File: config.mk
export PLATFORM = sky130hd
export DESIGN_NAME = snm_div
export DESIGN_NICKNAME = d
export VERILOG_FILES = /design/src/hdl/snm_pkg.sv /design/src/hdl/snm_div.sv
export SDC_FILE = /design/constraint.sdc
export NUM_CORES = 1
export LEC_CHECK = 0
export BUFFER_PORTS_ARGS = -buffer_cell sky130_fd_sc_hd__clkbuf_2
export CORE_UTILIZATION = 40
export DETAILED_ROUTE_END_ITERATION = 8
export GPL_TIMING_DRIVEN = 0
export REMOVE_ABC_BUFFERS = 1
export SKIP_LAST_GASP = 1
export SLEW_MARGIN = 20
export SYNTH_ARGS = -nofsm -noshare
export SYNTH_HDL_FRONTEND = slang
export SYNTH_SLANG_ARGS = --single-unit
File: constraint.sdc
create_clock -name clk -period 9 [get_ports clk]
set_input_delay 1.35 -clock clk [delete_from_list [all_inputs] [get_ports clk]]
set_output_delay 1.35 -clock clk [all_outputs]
set_load 0.02 [all_outputs]
File: src/hdl/snm_pkg.sv
// ----------------------------------------------------------------------------
// snm_pkg
// Shared constants, widths and helper functions of the surface nets mesher.
// ----------------------------------------------------------------------------
`default_nettype none

package snm_pkg;

    localparam int GRID_SIDE_MAX_DEF = 32;
    localparam int Q12_ONE           = 4096;
    localparam int POS_W             = 17;
    localparam int POS_MAX           = 131071;
    localparam int RAW_ADDR_W        = 15;
    localparam int RAW_ADDR_MAX      = 32767;
    localparam int IN_DATA_W         = 144;
    localparam int OUT_DATA_W        = 72;
    localparam int NUM_EDGES         = 12;

    // shared divider widths
    localparam int DIV_NUM_W = 29;
    localparam int DIV_DVS_W = 18;
    localparam int DIV_Q_W   = 13;

    // result kinds
    localparam logic KIND_VERTEX   = 1'b0;
    localparam logic KIND_TRIANGLE = 1'b1;

    // corner numbers at both ends of a cell edge, {end b, end a}
    function automatic logic [5:0] edge_ends(input logic [3:0] e);
        logic [5:0] r;
        unique case (e)
            4'd0:    r = {3'd1, 3'd0};
            4'd1:    r = {3'd3, 3'd2};
            4'd2:    r = {3'd5, 3'd4};
            4'd3:    r = {3'd7, 3'd6};
            4'd4:    r = {3'd2, 3'd0};
            4'd5:    r = {3'd3, 3'd1};
            4'd6:    r = {3'd6, 3'd4};
            4'd7:    r = {3'd7, 3'd5};
            4'd8:    r = {3'd4, 3'd0};
            4'd9:    r = {3'd5, 3'd1};
            4'd10:   r = {3'd6, 3'd2};
            4'd11:   r = {3'd7, 3'd3};
            default: r = {3'd1, 3'd0};
        endcase
        return r;
    endfunction

    // largest shift k with depth << k still inside the raw address range
    function automatic int mod_kmax(input longint d);
        int k;
        k = 0;
        for (int i = 0; i < 16; i++)
        begin
            if ((i == k) && ((d << (i + 1)) <= longint'(RAW_ADDR_MAX)))
                k = i + 1;
        end
        return k;
    endfunction

endpackage

`default_nettype wire

File: src/hdl/snm_div.sv
// ----------------------------------------------------------------------------
// snm_div
// Restoring divider, one quotient bit per cycle, quotient known below 2^13.
// ----------------------------------------------------------------------------
`default_nettype none

module snm_div (
    input  wire logic                           clk,
    input  wire logic                           rst_n,
    input  wire logic                           start,
    input  wire logic [snm_pkg::DIV_NUM_W-1:0]  num,
    input  wire logic [snm_pkg::DIV_DVS_W-1:0]  dvs,
    output logic                                done,
    output logic [snm_pkg::DIV_Q_W-1:0]         quot
);

    localparam int NW = snm_pkg::DIV_NUM_W;
    localparam int QW = snm_pkg::DIV_Q_W;
    localparam int SW = snm_pkg::DIV_DVS_W + QW;

    logic            busy_reg, busy_next;
    logic            done_reg, done_next;
    logic [3:0]      k_reg, k_next;
    logic [NW-1:0]   rem_reg, rem_next;
    logic [snm_pkg::DIV_DVS_W-1:0] dvs_reg, dvs_next;
    logic [QW-1:0]   quot_reg, quot_next;
    logic [SW-1:0]   shifted;
    logic            fits;

    // one compare and subtract per cycle
    always_comb
    begin
        shifted   = SW'(dvs_reg) << k_reg;
        fits      = SW'(rem_reg) >= shifted;
        busy_next = busy_reg;
        done_next = 1'b0;
        k_next    = k_reg;
        rem_next  = rem_reg;
        dvs_next  = dvs_reg;
        quot_next = quot_reg;
        if (start)
        begin
            busy_next = 1'b1;
            k_next    = 4'(QW - 1);
            rem_next  = num;
            dvs_next  = dvs;
            quot_next = '0;
        end
        else if (busy_reg)
        begin
            if (fits)
                rem_next = NW'(SW'(rem_reg) - shifted);
            quot_next[k_reg] = fits;
            if (k_reg == 4'd0)
            begin
                busy_next = 1'b0;
                done_next = 1'b1;
            end
            else
                k_next = k_reg - 4'd1;
        end
    end

    always_ff @(posedge clk or negedge rst_n)
    begin
        if (!rst_n)
        begin
            busy_reg <= 1'b0;
            done_reg <= 1'b0;
        end
        else
        begin
            busy_reg <= busy_next;
            done_reg <= done_next;
        end
    end

    // datapath, no reset
    always_ff @(posedge clk)
    begin
        k_reg    <= k_next;
        rem_reg  <= rem_next;
        dvs_reg  <= dvs_next;
        quot_reg <= quot_next;
    end

    assign done = done_reg;
    assign quot = quot_reg;

endmodule

`default_nettype wire

Word-level counts from Yosys, hierarchy flattened:

Cells that the tools add are included.

* input bits: 50
* flip-flop bits (word level): 66

* reduce and logical (&&, ||, !) cells: 6
* bitwise gates (word level): 1
* $add $sub $neg: 2
* $lt $le $gt $ge: 3
* mux-type cells: 12
* shift operators: 1

Operator list (count)
* $mux 29: 3
* $ge 29x31->1: 1
* $shl 18x4->31: 1
* $sub 29x29->29: 1
* $bwmux 13: 1
* $mux 1: 7
* $lt 4x5->1 const B: 1
* $demux 1 s4: 1
* $ge 4x1->1 const B: 1
* $logic_not 4->1: 1
* $reduce_and 2->1: 2
* $reduce_bool 2->1: 2
* $sub 4x1->4 const B: 1
* $logic_and 1x1->1: 1
* $not 1->1: 1

Logic depth before layout (Yosys ltp):

* depth in word-level cells: 5
* gate-level depth with buffers: 18

Least setup slack after synthesis:

No wires, ideal clock.

* path kind: register to register
* start point: reg k_reg[0]
* end point: reg rem_reg[0], enable pin
* required time: 8.582 ns
* setup slack: 3.730 ns
* cell stages (with the launch flop): 18
* setup time: 0.418 ns
* buffers on the path: 4
* data arrival time: 4.851 ns
* cells stage by stage: dfxtp_1 clkbuf_1 clkbuf_1 clkbuf_1 nor2_1 a21oi_1 nor2_1 a21oi_1 o21ai_0 ha_1 and2_1 nand3_1 nor4_2 a2111oi_4 a21oi_2 a31oi_4 buf_6 o31ai_2

* cells in the longest elaborated chain, start to end: 4

Ends and longest elaborated chain
* start, declared: line snm_div.sv:23 `logic [3:0] k_reg, k_next;`
* start signal, assigned: line snm_div.sv:81 `k_reg <= k_next;`
* $shl 18x4->31: line snm_div.sv:33 `shifted = SW'(dvs_reg) << k_reg;`
* $ge 29x31->1: line snm_div.sv:34 `fits = SW'(rem_reg) >= shifted;`
* $reduce_bool 2->1 (no source line)
* $reduce_and 2->1 (no source line)
* end signal, assigned: line snm_div.sv:82 `rem_reg <= rem_next;`
* end, declared: line snm_div.sv:24 `logic [NW-1:0] rem_reg, rem_next;`

Every way passes these cells.
A chain may end at the register's enable or synchronous reset.

Final worst setup path:

* start point: reg k_reg[2]
* end point: reg rem_reg[24], enable pin

The elaborated chain is that of the path after synthesis.

==> metrics <==
status completed; die width 116 um; first-pass GRT wire length 20.7 mm; Routed WL 13.2 mm; critical path startpoint category flip-flop; Iter 0 DRT Violations 281; R2R depth 12; Ports 64; placed wire-length estimate 9.84 mm; RSZ-0062 raised after global routing no; Final Hold Viols 0; DR vias/cell 5.64; die area 13500 um2; critical path data required time 9.04 ns; H-tree depth 3; Hold/Removal Path Class flip-flop to flip-flop; Comb pwr share 0.621; crit path launch k_reg[2]; worst skew pair latency 0.34 ns; area leader, netlist edfxtp_1; routed len/inst 16.5 um; PortBufs 63; top cell type's share of synthesized area 0.271; vias in the first global route 4110; routability-driven placement congestion ratio 0.862; Critical Path AT 5.62 ns; Top FF cell, synth edfxtp_1; R2R Path Start k_reg[2]; total setup buffers inserted after CTS 0; Num Clock Sinks 66; reg2reg end rem_reg[24]; TritonCTS clock tree built; setup TNS 0 ns; list of most frequent post-synthesis cells 80 x nand2_1, 52 x a21oi_1, 48 x o21ai_0; root buffer cell clkbuf_16; EDFF count, synth 47; share of cells above drive strength 1 0.204; critical path class flip-flop to flip-flop; crit share post-route 0.620; final slew viol count 0; hold path cells 2; max FFs per register 29; drt pass-1 iters 5; n_diodes 0; Min-Delay Endpoint quot[12]; largest cells by area after synthesis edfxtp_1 27%, ha_1 8.2%, dfxtp_1 6.5%; buffer depth of the longest clock path 2; max cap viols 0; fmax 179 MHz; cts hold-fix bufs 0; sequential cell area fraction in the yosys report 0.346; Worst-path clk slew 0.06 ns; Nets 707; Worst Tran Pin Value 1.09 ns; Sw Ratio 0.470; crit path time final 5.58 ns; Lkg Pwr 2.39 nW; Syn Area/Cell 8.92 um2; count of cell types in the netlist 71; Routed Antenna Nets 0; Clock power frac 0.151; Yosys reg bits 66; most frequent cell after synthesis nand2_1; Final Util 0.468; GRT overflow 0; Die H 116 um; Hold WS 0.483 ns; maximum VDD drop 0.228 mV; gr usage total 0.202; DRC viols 0; initial antenna violation count 0; area grow syn2layout 14.0%; Max transition margin 0.267; power density cells 390 nW/um2; internal power 1.23 mW; R2R setup slack 3.42 ns; Worst Hold Launch quot[12]; CTS buffer count 9; largest net degree at the start of global routing 60; Final Skew 0.00793 ns; row count 41; critical path peak fanout 24; sequential fraction of design power 0.228; Synthesis Warnings 0; Worst Setup End Kind flip-flop; Initial Util 0.411; total power 2.31 mW; core footprint 12700 um2; ys async rst share 0.0303; # setup viols final 0; PostCTS Resize Cnt 0; post-synthesis cell area 5210 um2; vias post-DR 4503; Mapped Cells 584; Psw 1.09 mW
[cells in the final DEF (no fill, tap or decap), types with 3 or more instances in the layout]
cell       count
nand2b_1       3
clkbuf_2      62
dfxtp_2        3
inv_1         15
a311oi_2       9
o31ai_1        4
dfxtp_1       14
o21ai_0       48
xor2_1         7
a22oi_1        3
nor2b_1        9
a21oi_1       52
mux2i_1       17
inv_2          3
a211oi_1       4
nand2_1       80
and3_1         5
nand4_1        6
and2_1         7
mux4_2         7
a311oi_1       6
ha_1          34
nor4_1         3
nor3_1        11
nand3_1       16
edfxtp_1      47
nor2_1        39
clkbuf_16     10
a21o_1        10
o21ai_1        3
o21bai_1       5
or2_2          7
o21a_1         4
xnor2_1        8
mux2_2         6
o22ai_1        7
[worst max path at each step]
stage | end | slack (ns) | cells after the start
final | rem_reg[24] | 3.42 | 12
after CTS | rem_reg[23] | 3.44 | 12
after detailed placement | rem_reg[23] | 3.49 | 12
after global routing | rem_reg[24] | 3.02 | 12
after floorplan | rem_reg[0] | 3.87 | 12
after global placement | rem_reg[27] | 2.14 | 10
[layout make-up]
class	instances	area, um2
sequential	66	1810
tap	172	215
timing repair buffer	66	375
inverter	18	67.6
clock inverter	6	43.8
multi-input combinational	461	3180
fill	1282	6740
clock buffer	10	250
[cell families (layout without fill, tap and decap cells)]
logic type / after synthesis / in the layout / synth area share
and+or+nand+nor: 196 / 196 / 0.175
xor gates and xnor gates: 15 / 15 / 0.0252
AOI/OAI and AO/OA: 185 / 185 / 0.246
adders and majority gates: 35 / 35 / 0.0855
muxes: 30 / 30 / 0.0759
DFF: 66 / 66 / 0.346
buffers and inverters: 57 / 100 / 0.0456
[power groups by stage]
stage                     combinational (mW)  clock [mW]  sequential, mW
after floorplan                         1.09           0           0.517
after global placement                  1.38           0           0.534
after detailed placement                1.42           0           0.532
after CTS                               1.43       0.358           0.528
after global routing                    1.59       0.368           0.542
final                                   1.44       0.349           0.529
[routing by layer]
layer | wire length (um) | track usage
met1 | 6210 | 0.273
met2 | 6270 | 0.328
met3 | 582 | 0.0353
met4 | 140 | 0.0632
met5 | 0 | 0
[critical path, cell delays in order, from the launching register on]
cell       delay (ns)
dfxtp_1          0.86
inv_2            0.28
nor2_1           0.90
a22oi_1          0.32
ha_1             0.52
nand4_1          0.26
nor4_2           0.49
a2111oi_4        0.10
a21oi_2          0.27
a31oi_4          0.29
o31ai_4          0.58
buf_8            0.23
buf_8            0.16
[through the flow]
step	setup WS (ns)	instance area (um2)	std cells
final	3.42	5940	799
after global routing	3.02	5940	799
after CTS	3.44	5930	799
after detailed placement	3.49	5640	783
after global placement	2.14	5570	780
after floorplan	3.87	5040	545
(Power assumes the default switching activity.)
